### src/hw/rtl/assert_macros.svh
// Assertion macros used by the top-level RTL file of the Sobel edge block.
`ifndef ASSERT_MACROS_SVH
`define ASSERT_MACROS_SVH

// Same-cycle implication, checked at every rising clock edge outside reset.
`define SEM_ASSERT_IMP(label, clk, rst_n, ante, cons, msg) \
    label: assert property (@(posedge clk) disable iff (!rst_n) (ante) |-> (cons)) \
        else $error(msg);

// Next-cycle implication, checked at every rising clock edge outside reset.
`define SEM_ASSERT_NXT(label, clk, rst_n, ante, cons, msg) \
    label: assert property (@(posedge clk) disable iff (!rst_n) (ante) |=> (cons)) \
        else $error(msg);

`endif

### src/hw/rtl/sem_pkg.sv
// Shared types and constants of the Sobel edge magnitude block.
`timescale 1ns / 1ps

package sem_pkg;

    // Default line store depth, in pixels.
    localparam int MAX_WIDTH_DEF = 2048;

    // Pixel and configuration field widths.
    localparam int PIX_W    = 8;
    localparam int IMG_W_W  = 12;
    localparam int IMG_H_W  = 16;
    localparam int ADDR_W   = 4;
    localparam int DATA_W   = 32;

    // Register indexes (byte address divided by four).
    localparam logic [1:0] REG_IMAGE_WIDTH  = 2'd0;
    localparam logic [1:0] REG_IMAGE_HEIGHT = 2'd1;
    localparam logic [1:0] REG_RGB_INPUT    = 2'd2;

    // Register reset values.
    localparam logic [IMG_W_W-1:0] WIDTH_RESET  = 12'd640;
    localparam logic [IMG_H_W-1:0] HEIGHT_RESET = 16'd480;
    localparam logic               RGB_RESET    = 1'b1;

    // Q16 luma weights; they add up to 65536.
    localparam logic [15:0] LUMA_R = 16'd19595;
    localparam logic [15:0] LUMA_G = 16'd38470;
    localparam logic [15:0] LUMA_B = 16'd7471;

    // Squared magnitude at and above which the level saturates.
    localparam logic [20:0] SQ_SAT    = 21'd65025;
    localparam logic [7:0]  LEVEL_MAX = 8'd255;

    // Register contents as seen by the datapath.
    typedef struct packed {
        logic [IMG_W_W-1:0] image_width;
        logic [IMG_H_W-1:0] image_height;
        logic               rgb_input;
        logic               restart;
    } sem_cfg_t;

    // Status of the magnitude unit.
    typedef struct packed {
        logic             busy;
        logic             done;
        logic [PIX_W-1:0] level;
    } sem_mag_res_t;

endpackage

### src/hw/rtl/sem_cfg.sv
// APB register file holding the frame size and the input mode.
`timescale 1ns / 1ps

module sem_cfg (
    input  logic                       clk,
    input  logic                       rst_n,
    input  logic                       psel,
    input  logic                       penable,
    input  logic                       pwrite,
    input  logic [sem_pkg::ADDR_W-1:0] paddr,
    input  logic [sem_pkg::DATA_W-1:0] pwdata,
    output logic [sem_pkg::DATA_W-1:0] prdata,
    output logic                       pready,
    output sem_pkg::sem_cfg_t          cfg
);

    import sem_pkg::*;

    logic [IMG_W_W-1:0] width_reg;
    logic [IMG_H_W-1:0] height_reg;
    logic               rgb_reg;
    logic               wr_req;
    logic [1:0]         reg_idx;

    assign pready  = 1'b1;
    assign reg_idx = paddr[3:2];
    assign wr_req  = psel && penable && pwrite && pready;

    // Register writes.
    always_ff @(posedge clk or negedge rst_n)
    begin
        if (!rst_n)
        begin
            width_reg  <= WIDTH_RESET;
            height_reg <= HEIGHT_RESET;
            rgb_reg    <= RGB_RESET;
        end
        else if (wr_req)
        begin
            case (reg_idx)
                REG_IMAGE_WIDTH:  width_reg  <= pwdata[IMG_W_W-1:0];
                REG_IMAGE_HEIGHT: height_reg <= pwdata[IMG_H_W-1:0];
                REG_RGB_INPUT:    rgb_reg    <= pwdata[0];
                default:          ;
            endcase
        end
    end

    // Read back.
    always_comb
    begin
        case (reg_idx)
            REG_IMAGE_WIDTH:  prdata = DATA_W'(width_reg);
            REG_IMAGE_HEIGHT: prdata = DATA_W'(height_reg);
            REG_RGB_INPUT:    prdata = DATA_W'(rgb_reg);
            default:          prdata = '0;
        endcase
    end

    // A write to either size register restarts the frame.
    assign cfg.image_width  = width_reg;
    assign cfg.image_height = height_reg;
    assign cfg.rgb_input    = rgb_reg;
    assign cfg.restart      = wr_req &&
                              (reg_idx == REG_IMAGE_WIDTH || reg_idx == REG_IMAGE_HEIGHT);

endmodule

### config.mk
export PLATFORM = sky130hd
export DESIGN_NAME = sem_cfg
export DESIGN_NICKNAME = d
export VERILOG_FILES = /design/src/hw/rtl/assert_macros.svh /design/src/hw/rtl/sem_pkg.sv /design/src/hw/rtl/sem_cfg.sv
export SDC_FILE = /design/constraint.sdc
export NUM_CORES = 1
export LEC_CHECK = 0
export BUFFER_PORTS_ARGS = -buffer_cell sky130_fd_sc_hd__clkbuf_2
export CAP_MARGIN = 20
export CORE_ASPECT_RATIO = 0.7
export CORE_MARGIN = 2
export CORE_UTILIZATION = 30
export DETAILED_ROUTE_END_ITERATION = 10
export PLACE_DENSITY = 0.69
export SYNTH_ARGS = -nofsm -noshare
export SYNTH_HDL_FRONTEND = slang
export SYNTH_SLANG_ARGS = --single-unit
### constraint.sdc
create_clock -name clk -period 1.1 [get_ports clk]
set_input_delay 0.22 -clock clk [delete_from_list [all_inputs] [get_ports clk]]
set_output_delay 0.22 -clock clk [all_outputs]
set_load 0.01 [all_outputs]
==> qor.txt <==
area post-placement: 1940 µm²
cell area after layout: 2400 µm²
worst-path maximum fanout: 2
Compound-Gate Fraction of Synth Area: 0.334%
clock buffer count from CTS: 5
core area: 4810 µm²
I/O pin count: 104
grt ovf: 0
final setup fails: 34
XOR/XNOR Fraction of Synth Area: 0%
final max-slew violation count: 0
outcome: finished, violations left
synth unique cells: 18
CTS tree: built
die height: 63.1 µm
clk buf depth: 2
simple-gate share of the synthesized area: 8.68%
Avg Inst Size Synth: 12.6 µm²
1st-iter DRT viols: 14
starting density of the core: 31.2%
pre-CTS setup slack: -0.211 ns
CP required: 0.88 ns
initial antenna violation count: 0
root buf cell: clkbuf_8
Post-Synthesis Cells: 119
Pleak: 1.24 nW
hpwl dp: 2.63 mm
Critical Path AT: 1.10 ns
crit path launch type: flop
DIE AREA: 5590 µm²
Die Width: 88.5 µm
Yosys warnings: 0
Remaining DRCs: 0
Clock Latency Late Sink: 0.27 ns
RSZ-0062 raised after global routing: yes
Min Clock Period, post-route: 1.32 ns
WL/cell: 12.9 µm
wire length of the first global-routing pass: 5.50 mm
largest net degree at the start of global routing: 20
via count: 1212
clk sink count: 29
Crit Path Class: flop to primary output
routed wire length: 3.73 mm
drt via density: 4.19
Pwr Density: 1730 nW/µm²
final core occ: 50.0%
Layout area overhead: 60.4%
antenna viol nets, final: 0
vias in the first global route: 1151
most frequent cells in the layout: clkbuf_2, buf_6, mux2_2
Yosys reg bits: 29
row cnt: 21
Seq/Total Area, Yosys: 49.0%
clock transition at the registers of the reported paths: 0.07 ns
worst vdd ir: 0.795 mV
H-Tree Level Count: 2
gpl congestion: 0.679
failing checks: setup timing
diode count: 0
Buffers on Ports: 68
leading cell type in the layout, fill and taps excluded: clkbuf_2
Fmax: 758 MHz
type of destination of the critical path: primary output
Total GRT Usage: 13.0%
Final Skew: 0 ns
Mapped Area: 1500 µm²
max FFs per register: 16
post-synthesis adder-cell area fraction: 0%
Min-Delay Path Class: input port to flop
setup ws final: -0.220 ns
share of cells above drive strength 1: 67.7%
Final Hold Fails: 0
post-synthesis mux area share: 29.8%
largest family of logic cells by synthesized area: multiplexers
TritonRoute pass-1 iters: 4
MaxCap Viol Count: 0
period utilization: 120%
nets: 260
-- synthesized netlist by cell type --
cell type / count / area, µm²
and2_1: 4 / 25.0
buf_2: 2 / 10.0
buf_4: 20 / 150
buf_6: 1 / 11.3
clkbuf_1: 1 / 3.75
conb_1: 2 / 7.51
dfrtp_1: 22 / 551
dfstp_2: 7 / 184
mux2_2: 29 / 327
mux2i_1: 12 / 120
nand3_2: 1 / 10.0
nand3b_1: 1 / 7.51
nor2_1: 12 / 45.0
nor2b_1: 1 / 6.26
nor3_2: 1 / 10.0
nor3b_1: 1 / 7.51
nor3b_4: 1 / 18.8
o21ai_0: 1 / 5.00
-- report_power, final --
group / total (mW) / switching [mW] / internal (mW)
combinational: 1.67 / 0.632 / 1.04
clock: 0.961 / 0.396 / 0.565
sequential: 1.54 / 0.182 / 1.36
total: 4.17 / 1.21 / 2.96
-- routing by layer --
metal  routed length, µm  share of wire (%)  GRT usage, %
met2                1700                 46          21.1
met5                   0                  0             0
met3                 313                8.4          4.85
met4                  10               0.27          2.84
met1                1700                 46          16.5
-- stage by stage --
| stage | hold WS, ns | power, mW | setup TNS (ns) | instances |
|---|---|---|---|---|
| 2_1_floorplan | -0.0756 | 2.19 | -3.22 | 134 |
| 6_report | 0.187 | 4.17 | -2.99 | 289 |
| 4_1_cts | 0.172 | 3.91 | -3.51 | 285 |
| 3_5_place_dp | 0.136 | 2.63 | -5.92 | 259 |
| 3_3_place_gp | 0.131 | 2.61 | -5.79 | 259 |
| 5_1_grt | 0.174 | 4.41 | -4.68 | 289 |
-- critical path, stage by stage, from the launching register on --
cell,delay [ns]
dfstp_2,0.54
nand3b_1,0.07
o21ai_1,0.07
buf_2,0.14
-- layout make-up --
class / instances / area, µm²
clock buffers: 7 / 96.3
clock inverters: 1 / 5.00
fillers: 442 / 2400
multi-input cells: 81 / 683
flip-flops and latches: 29 / 734
well taps: 69 / 86.3
repair buffers: 102 / 800
-- path summary, 6_finish.rpt --
check | from | endpoint | slack, ns | cells after the start
max in group asynchronous | rst_n | height_reg[5] | 0.22 | 3
worst max register to register | height_reg[11] | height_reg[11] | 0.09 | 3
worst max-delay path | rgb_reg | prdata[0] | -0.22 | 3
worst min-delay path | pwdata[12] | height_reg[12] | 0.19 | 2
min in group asynchronous | rst_n | height_reg[15] | 0.38 | 2
worst min register to register | width_reg[8] | width_reg[8] | 0.53 | 1
-- cell families (layout without fill, tap and decap cells) --
group,Yosys count,after routing
muxes,41,41
DFF,29,29
buffers and inverters,24,110
and+or+nand+nor,22,22
other,2,17
AOI/OAI and AO/OA,1,1
-- repair_timing --
action,4_1_cts,5_1_grt
hold buffers,1,0
gates resized for setup,13,53
setup buffers,17,5
endpoints found under the setup margin,23,34
endpoints found under the hold margin,7,0
pin swaps,2,2
Note: power is estimated with default switching activity, not from simulation.
