`config.mk`:
```
export PLATFORM = sky130hd
export DESIGN_NAME = sem_mag
export DESIGN_NICKNAME = d
export VERILOG_FILES = /design/src/hw/rtl/assert_macros.svh /design/src/hw/rtl/sem_pkg.sv /design/src/hw/rtl/sem_mag.sv
export SDC_FILE = /design/constraint.sdc
export NUM_CORES = 1
export LEC_CHECK = 0
export BUFFER_PORTS_ARGS = -buffer_cell sky130_fd_sc_hd__buf_4
export CORE_MARGIN = 4
export CORE_UTILIZATION = 50
export DETAILED_ROUTE_END_ITERATION = 16
export GPL_TIMING_DRIVEN = 0
export PLACE_DENSITY_LB_ADDON = 0.25
export SYNTH_ARGS = -nofsm -noshare
export SYNTH_HDL_FRONTEND = slang
export SYNTH_SLANG_ARGS = --single-unit
export TNS_END_PERCENT = 5
```
`constraint.sdc`:
```
create_clock -name clk -period 11 [get_ports clk]
set_input_delay 0 -clock clk [delete_from_list [all_inputs] [get_ports clk]]
set_output_delay 0 -clock clk [all_outputs]
set_load 0.02 [all_outputs]
```
`src/hw/rtl/assert_macros.svh`:
```
// Assertion macros used by the top-level RTL file of the Sobel edge block.
`ifndef ASSERT_MACROS_SVH
`define ASSERT_MACROS_SVH

// Same-cycle implication, checked at every rising clock edge outside reset.
`define SEM_ASSERT_IMP(label, clk, rst_n, ante, cons, msg) \
    label: assert property (@(posedge clk) disable iff (!rst_n) (ante) |-> (cons)) \
        else $error(msg);

// Next-cycle implication, checked at every rising clock edge outside reset.
`define SEM_ASSERT_NXT(label, clk, rst_n, ante, cons, msg) \
    label: assert property (@(posedge clk) disable iff (!rst_n) (ante) |=> (cons)) \
        else $error(msg);

`endif

```
`src/hw/rtl/sem_pkg.sv`:
```
// Shared types and constants of the Sobel edge magnitude block.
`timescale 1ns / 1ps

package sem_pkg;

    // Default line store depth, in pixels.
    localparam int MAX_WIDTH_DEF = 2048;

    // Pixel and configuration field widths.
    localparam int PIX_W    = 8;
    localparam int IMG_W_W  = 12;
    localparam int IMG_H_W  = 16;
    localparam int ADDR_W   = 4;
    localparam int DATA_W   = 32;

    // Register indexes (byte address divided by four).
    localparam logic [1:0] REG_IMAGE_WIDTH  = 2'd0;
    localparam logic [1:0] REG_IMAGE_HEIGHT = 2'd1;
    localparam logic [1:0] REG_RGB_INPUT    = 2'd2;

    // Register reset values.
    localparam logic [IMG_W_W-1:0] WIDTH_RESET  = 12'd640;
    localparam logic [IMG_H_W-1:0] HEIGHT_RESET = 16'd480;
    localparam logic               RGB_RESET    = 1'b1;

    // Q16 luma weights; they add up to 65536.
    localparam logic [15:0] LUMA_R = 16'd19595;
    localparam logic [15:0] LUMA_G = 16'd38470;
    localparam logic [15:0] LUMA_B = 16'd7471;

    // Squared magnitude at and above which the level saturates.
    localparam logic [20:0] SQ_SAT    = 21'd65025;
    localparam logic [7:0]  LEVEL_MAX = 8'd255;

    // Register contents as seen by the datapath.
    typedef struct packed {
        logic [IMG_W_W-1:0] image_width;
        logic [IMG_H_W-1:0] image_height;
        logic               rgb_input;
        logic               restart;
    } sem_cfg_t;

    // Status of the magnitude unit.
    typedef struct packed {
        logic             busy;
        logic             done;
        logic [PIX_W-1:0] level;
    } sem_mag_res_t;

endpackage

```
`src/hw/rtl/sem_mag.sv`:
```
// Sobel gradient sums, squared magnitude and bit-serial integer square root.
`timescale 1ns / 1ps

module sem_mag (
    input  logic                        clk,
    input  logic                        rst_n,
    input  logic                        start,
    input  logic [sem_pkg::PIX_W-1:0]   win [9],
    input  logic                        take,
    output sem_pkg::sem_mag_res_t       res
);

    import sem_pkg::*;

    localparam logic [1:0] M_IDLE = 2'd0;
    localparam logic [1:0] M_SQR  = 2'd1;
    localparam logic [1:0] M_ROOT = 2'd2;
    localparam logic [1:0] M_DONE = 2'd3;

    logic [1:0]  state_reg, state_next;
    logic [10:0] gx_reg, gy_reg;
    logic [10:0] gx_pos, gx_neg, gy_pos, gy_neg;
    logic [10:0] ax_full, ay_full;
    logic [19:0] sq_x, sq_y;
    logic [20:0] sq_sum;
    logic [15:0] n_reg, n_next;
    logic [15:0] root_reg, root_next;
    logic [15:0] bit_reg, bit_next;
    logic [16:0] trial;

    // Weighted column and row sums; the difference wraps into 11 signed bits.
    assign gx_pos = {3'b0, win[2]} + {2'b0, win[5], 1'b0} + {3'b0, win[8]};
    assign gx_neg = {3'b0, win[0]} + {2'b0, win[3], 1'b0} + {3'b0, win[6]};
    assign gy_pos = {3'b0, win[6]} + {2'b0, win[7], 1'b0} + {3'b0, win[8]};
    assign gy_neg = {3'b0, win[0]} + {2'b0, win[1], 1'b0} + {3'b0, win[2]};

    // Absolute values, at most 1020 each, and their squares.
    assign ax_full = gx_reg[10] ? (~gx_reg + 11'd1) : gx_reg;
    assign ay_full = gy_reg[10] ? (~gy_reg + 11'd1) : gy_reg;
    assign sq_x    = ax_full[9:0] * ax_full[9:0];
    assign sq_y    = ay_full[9:0] * ay_full[9:0];
    assign sq_sum  = {1'b0, sq_x} + {1'b0, sq_y};

    // One step of the digit-by-digit root.
    assign trial = {1'b0, root_reg} + {1'b0, bit_reg};

    always_comb
    begin
        state_next = state_reg;
        n_next     = n_reg;
        root_next  = root_reg;
        bit_next   = bit_reg;
        case (state_reg)
            M_IDLE:
            begin
                if (start)
                begin
                    state_next = M_SQR;
                end
            end
            M_SQR:
            begin
                if (sq_sum >= SQ_SAT)
                begin
                    root_next  = 16'(LEVEL_MAX);
                    state_next = M_DONE;
                end
                else
                begin
                    n_next     = sq_sum[15:0];
                    root_next  = '0;
                    bit_next   = 16'h4000;
                    state_next = M_ROOT;
                end
            end
            M_ROOT:
            begin
                if ({1'b0, n_reg} >= trial)
                begin
                    n_next    = n_reg - trial[15:0];
                    root_next = (root_reg >> 1) + bit_reg;
                end
                else
                begin
                    root_next = root_reg >> 1;
                end
                bit_next = bit_reg >> 2;
                if (bit_reg == 16'd1)
                begin
                    state_next = M_DONE;
                end
            end
            M_DONE:
            begin
                if (take)
                begin
                    state_next = M_IDLE;
                end
            end
            default:
            begin
                state_next = M_IDLE;
            end
        endcase
    end

    always_ff @(posedge clk or negedge rst_n)
    begin
        if (!rst_n)
        begin
            state_reg <= M_IDLE;
        end
        else
        begin
            state_reg <= state_next;
        end
    end

    // Datapath registers.
    always_ff @(posedge clk)
    begin
        if (state_reg == M_IDLE && start)
        begin
            gx_reg <= gx_pos - gx_neg;
            gy_reg <= gy_pos - gy_neg;
        end
        n_reg    <= n_next;
        root_reg <= root_next;
        bit_reg  <= bit_next;
    end

    assign res.busy  = (state_reg != M_IDLE);
    assign res.done  = (state_reg == M_DONE);
    assign res.level = root_reg[PIX_W-1:0];

endmodule

```
==> results of run 1 <==
[layout make-up]
type	instances	share of cell area
clock inverter	6	0.00451
sequential	64	0.140
clock buffer	9	0.0166
tap	324	0.0298
multi-input combinational	930	0.678
timing repair buffer	80	0.0448
inverter	282	0.0778
buffer	21	0.00828
[metrics by stage]
step,std cells,util,hold WS [ns],worst slack [ns],instance area (um2)
final,1716,0.561,0.149,0.939,13600
after global routing,1716,0.561,0.163,0.318,13600
after CTS,1716,0.561,0.147,0.864,13600
after detailed placement,1699,0.549,-0.215,0.881,13300
after global placement,1698,0.548,-0.214,0.574,13300
after floorplan,1297,-,-0.296,2.41,12300
[worst min-delay path: stages]
cell   delay, ns
buf_4       0.12
inv_1       0.11
ha_1        0.15
[per-layer routing]
layer / share of wire / routed length (um) / GRT usage / vias to the layer above
met5: 0 / 0 / 0 / -
met4: 0.029 / 746 / 0.0639 / 0
met2: 0.49 / 12600 / 0.342 / 212
li1: - / - / - / 4369
met1: 0.44 / 11200 / 0.258 / 4308
met3: 0.044 / 1120 / 0.0282 / 49
[synthesized netlist by cell type, drive strengths merged (6+ instances only)]
cell and n:
o21bai 12, xor2 35, o211ai 7, a21oi 49, nor2 89, buf 12, inv 279, xnor2 54
a211oi 9, fa 194, a21o 20, clkbuf 9, or3 9, nor3 10, o21a 6, nand2 103
edfxtp 62, and2 14, mux2i 9, nand2b 15, o21ai 46, a31oi 15, nand3 16, nor2b 10
ha 147, o31ai 9
[kinds of logic (layout without fill, tap and decap cells)]
family,count (synthesis),in the layout,synth area share
compound gates,202,202,0.106
fa+ha+maj,341,341,0.465
flops,64,64,0.155
mux,11,11,0.00915
simple gates,287,287,0.106
xor+xnor,89,89,0.0633
buf+inv,303,398,0.0952
[final timing paths]
| path | depth (start not counted) | end | from |
|---|---|---|---|
| worst max register to register | 25 | bit_reg[12] | gx_reg[0] |
| max in group asynchronous | 3 | state_reg[0] | rst_n |
| worst min-delay path | 3 | gy_reg[0] | win[65] |
| worst max-delay path | 25 | bit_reg[12] | gx_reg[0] |
| min in group asynchronous | 3 | state_reg[1] | rst_n |
| worst min register to register | 2 | state_reg[0] | state_reg[0] |
==> flow_summary_export.csv, run 1 <==
group,metric,value,unit
clock_tree,cts_sinks,64,
timing,min_period_over_period,0.915,
setup_path,worst-path-buf-inv,3,
detailed_routing,detail_route.vias_per_cell,5.21,
timing,tns,0,ns
yosys,synth-seq-cells,64,
clock_tree,post_cts_buffers,0,
setup_path,required,10.95,ns
yosys,synth_area,0.0123,mm2
min_path,min_path_type,"in2reg",
clock_tree,clk_pin_slew,0.05,ns
setup_path,cp_top_family,"adder cells",
clock_tree,cts_resized,0,
setup_path,startpoint_type,"flip-flop",
die,core_area,0.0242,mm2
clock_tree,cts_hold_buffers,2,
grt,grt_max_degree,23,
detailed_routing,drt-pass1-iter-count,5,
final_layout,final_cell_mix,"inv_1, fa_1, ha_1",
place,gp_congestion,0.971,
die,initial_utilization,0.508,
detailed_routing,post_drt_wl_per_cell,15.0,um
setup_path,cp-end-kind,"flip-flop",
clock_tree,cts_tree,"built",
timing,finClkSkew,0.00833,ns
yosys,synth_top_area_frac,0.316,
die,ios,86,
yosys,synth-edff-count,62,
detailed_routing,via_count,8938,
timing,rsz0062_at_grt,"no",
timing,final.min_clock_period,10.06,ns
detailed_routing,drt_iter0_markers,440,
grt,grt_pass1_vias,9168,
die,die_h,165,um
final_layout,syn_to_final_growth,10.6,%
final_layout,layout.nets,1805,
setup_path,critPathMaxFanout,9,
setup_path,crit_arrival,10.02,ns
setup_path,worst_path_most_repeated_cell,"fa_1",
timing,hold_viol,0,
yosys,synthCells,1297,
setup_path,cp_slowest_cell,"a21boi_0",
setup_path,path_class,"reg2reg",
timing,tightest_slew,1.14,ns
clock_tree,htree_levels,3,
yosys,syn_nets,1714,
place,hpwl,22700,um
timing,setup_viol,0,
clock_tree,clockBufferDepth,2,
die,row_count,57,
setup_path,r2r_slack,0.94,ns
final_layout,final_common_cell,"inv_1",
yosys,synthArstFlopShare,0.0313,
grt,grt_overflow,0,
grt,grt_pass1_wl,43100,um
die,die_x,165,um
final_layout,drive_gt1_frac,0.0862,
final_layout,layout.area.seq,0.00191,mm2
detailed_routing,drc,0,
yosys,ys.flop_type,"edfxtp_1",
yosys,ys_seq_area_frac,0.155,
yosys,synth_top_area_cell,"fa_1",
die,die_area,0.0272,mm2
grt,grt_usage,0.198,
detailed_routing,wl,25700,um
run_status,outcome,"complete, no violations",
setup_path,max_stage_delay,0.95,ns
timing,maxSlewHeadroom,0.234,
yosys,synth_cell_types,60,
final_layout,multi_input_area,0.00922,mm2
final_layout,n_fill_cell,2168,
timing,fmax,99.4,MHz
run,cap_violations,0,
grt,antenna_found_initial,0,
final_layout,antenna_cells,0,
detailed_routing,drtAntennaViolNets,0,
yosys,syn_area_per_cell,9.49,um2
clock_tree,clk-insertion-delay-late,0.34,ns
yosys,synthTopCellsByArea,"fa_1, edfxtp_1, ha_1, inv_1, xnor2_1",
clock_tree,numCtsBuffers,9,
timing,finalMaxSlewViolations,0,
place,portBuffers,77,
yosys,yosys_warnings,0,
clock_tree,clock-root-buffer,"clkbuf_16",
Power of run 1 is left out: the tool's default activity adds up to more than one toggle a clock period on the data nets, which glitch-free logic cannot reach.
==> run 2, diff against run 1 <==
--- a/config.mk
+++ b/config.mk
@@ -13,2 +13,3 @@
 export PLACE_DENSITY_LB_ADDON = 0.25
+export SLEW_MARGIN = 10
 export SYNTH_ARGS = -nofsm -noshare
--- a/constraint.sdc
+++ b/constraint.sdc
@@ -3,2 +3,2 @@
 set_output_delay 0 -clock clk [all_outputs]
-set_load 0.02 [all_outputs]
+set_load 0.01 [all_outputs]
==> flow_summary_export.csv, run 2 (synthesis gave the netlist of run 1 again) <==
group,metric,value,unit
timing,tns,0,ns
grt,grt_pass1_wl,42900,um
setup_path,cp-end-kind,"flip-flop",
place,portBuffers,77,
final_layout,syn_to_final_growth,10.4,%
setup_path,crit_arrival,9.90,ns
timing,setup_viol,0,
die,initial_utilization,0.508,
setup_path,worst-path-buf-inv,4,
timing,maxSlewHeadroom,0.333,
final_layout,antenna_cells,0,
detailed_routing,detail_route.vias_per_cell,5.20,
grt,grt_usage,0.198,
grt,antenna_found_initial,0,
detailed_routing,post_drt_wl_per_cell,15.0,um
setup_path,startpoint_type,"flip-flop",
clock_tree,clock-root-buffer,"clkbuf_16",
clock_tree,htree_levels,3,
final_layout,design_area,0.0136,mm2
timing,whs,0.153,ns
place,gp_congestion,0.971,
place,hpwl,22700,um
timing,rsz0062_at_grt,"no",
final_layout,final_cell_mix,"inv_1, fa_1, ha_1",
detailed_routing,drt_iter0_markers,428,
timing,tightest_slew,1.00,ns
clock_tree,clockBufferDepth,2,
timing,finalMaxSlewViolations,0,
die,die_h,165,um
die,row_count,57,
grt,grt_overflow,0,
setup_path,cp_slowest_cell,"xnor2_1",
grt,grt_pass1_vias,9163,
detailed_routing,drt-pass1-iter-count,5,
die,die_x,165,um
timing,fmax,101,MHz
setup_path,path_class,"reg2reg",
place,place_area,0.0133,mm2
timing,finClkSkew,0.0101,ns
detailed_routing,via_count,8927,
clock_tree,post_cts_buffers,0,
detailed_routing,drc,0,
die,core_area,0.0242,mm2
clock_tree,cts_tree,"built",
final_layout,n_fill_cell,2193,
clock_tree,numCtsBuffers,9,
grt,grt_max_degree,23,
final_layout,layout.nets,1805,
timing,min_period_over_period,0.896,
setup_path,worst_path_most_repeated_cell,"fa_1",
timing,hold_viol,0,
detailed_routing,drtAntennaViolNets,0,
final_layout,final_util,0.560,
die,ios,86,
run,cap_violations,0,
setup_path,required,11.05,ns
clock_tree,clk_pin_slew,0.06,ns
setup_path,cp_top_family,"adder cells",
min_path,min_path_type,"in2reg",
die,die_area,0.0272,mm2
setup_path,critPathMaxFanout,9,
clock_tree,cts_sinks,64,
final_layout,drive_gt1_frac,0.0862,
clock_tree,clk-insertion-delay-late,0.34,ns
final_layout,final_common_cell,"inv_1",
detailed_routing,wl,25700,um
timing,final.min_clock_period,9.85,ns
setup_path,max_stage_delay,0.69,ns
run_status,outcome,"complete, no violations",
## run 2: stage by stage
step | setup slack (ns) | instances
6_report | 1.15 | 1716
4_1_cts | 0.807 | 1716
3_3_place_gp | 0.574 | 1698
5_1_grt | 0.593 | 1716
3_5_place_dp | 0.832 | 1699
2_1_floorplan | 2.41 | 1297
## run 2: worst paths after layout
check / endpoint / start / slack [ns] / cells after the start
setup reg to reg: n_reg[12] / gx_reg[0] / 1.15 / 26
setup / recovery: n_reg[12] / gx_reg[0] / 1.15 / 26
hold reg to reg: state_reg[0] / state_reg[0] / 0.58 / 2
min in group asynchronous: state_reg[1] / rst_n / 0.57 / 3
max in group asynchronous: state_reg[0] / rst_n / 10.31 / 3
hold / removal: gy_reg[0] / win[65] / 0.15 / 3
## run 2: layer usage
| metal | share of wire | track usage |
|---|---|---|
| met5 | 0 | 0 |
| met4 | 0.033 | 0.0722 |
| met3 | 0.041 | 0.0292 |
| met2 | 0.49 | 0.341 |
| met1 | 0.44 | 0.253 |
## run 2: area by class of cell
class,count,area [um2],area share
inverter,282,1060,0.0779
sequential,64,1910,0.141
multi-input combinational,930,9230,0.679
clock inverter,6,37.5,0.00276
tap,324,405,0.0298
timing repair buffer,80,609,0.0448
clock buffer,9,225,0.0166
buffer,21,113,0.00829
## run 2: repair_timing
action                                  in CTS  in global routing
hold endpoints to repair                     2                  0
endpoints found under the setup margin       0                  0
resized for setup                            0                  0
hold buffers                                 2                  0
## run 2: tightest hold or removal path: stages
cell and delay, ns:
buf_4 0.12, inv_1 0.11, ha_1 0.15
Power of run 2 is left out for the same reason.
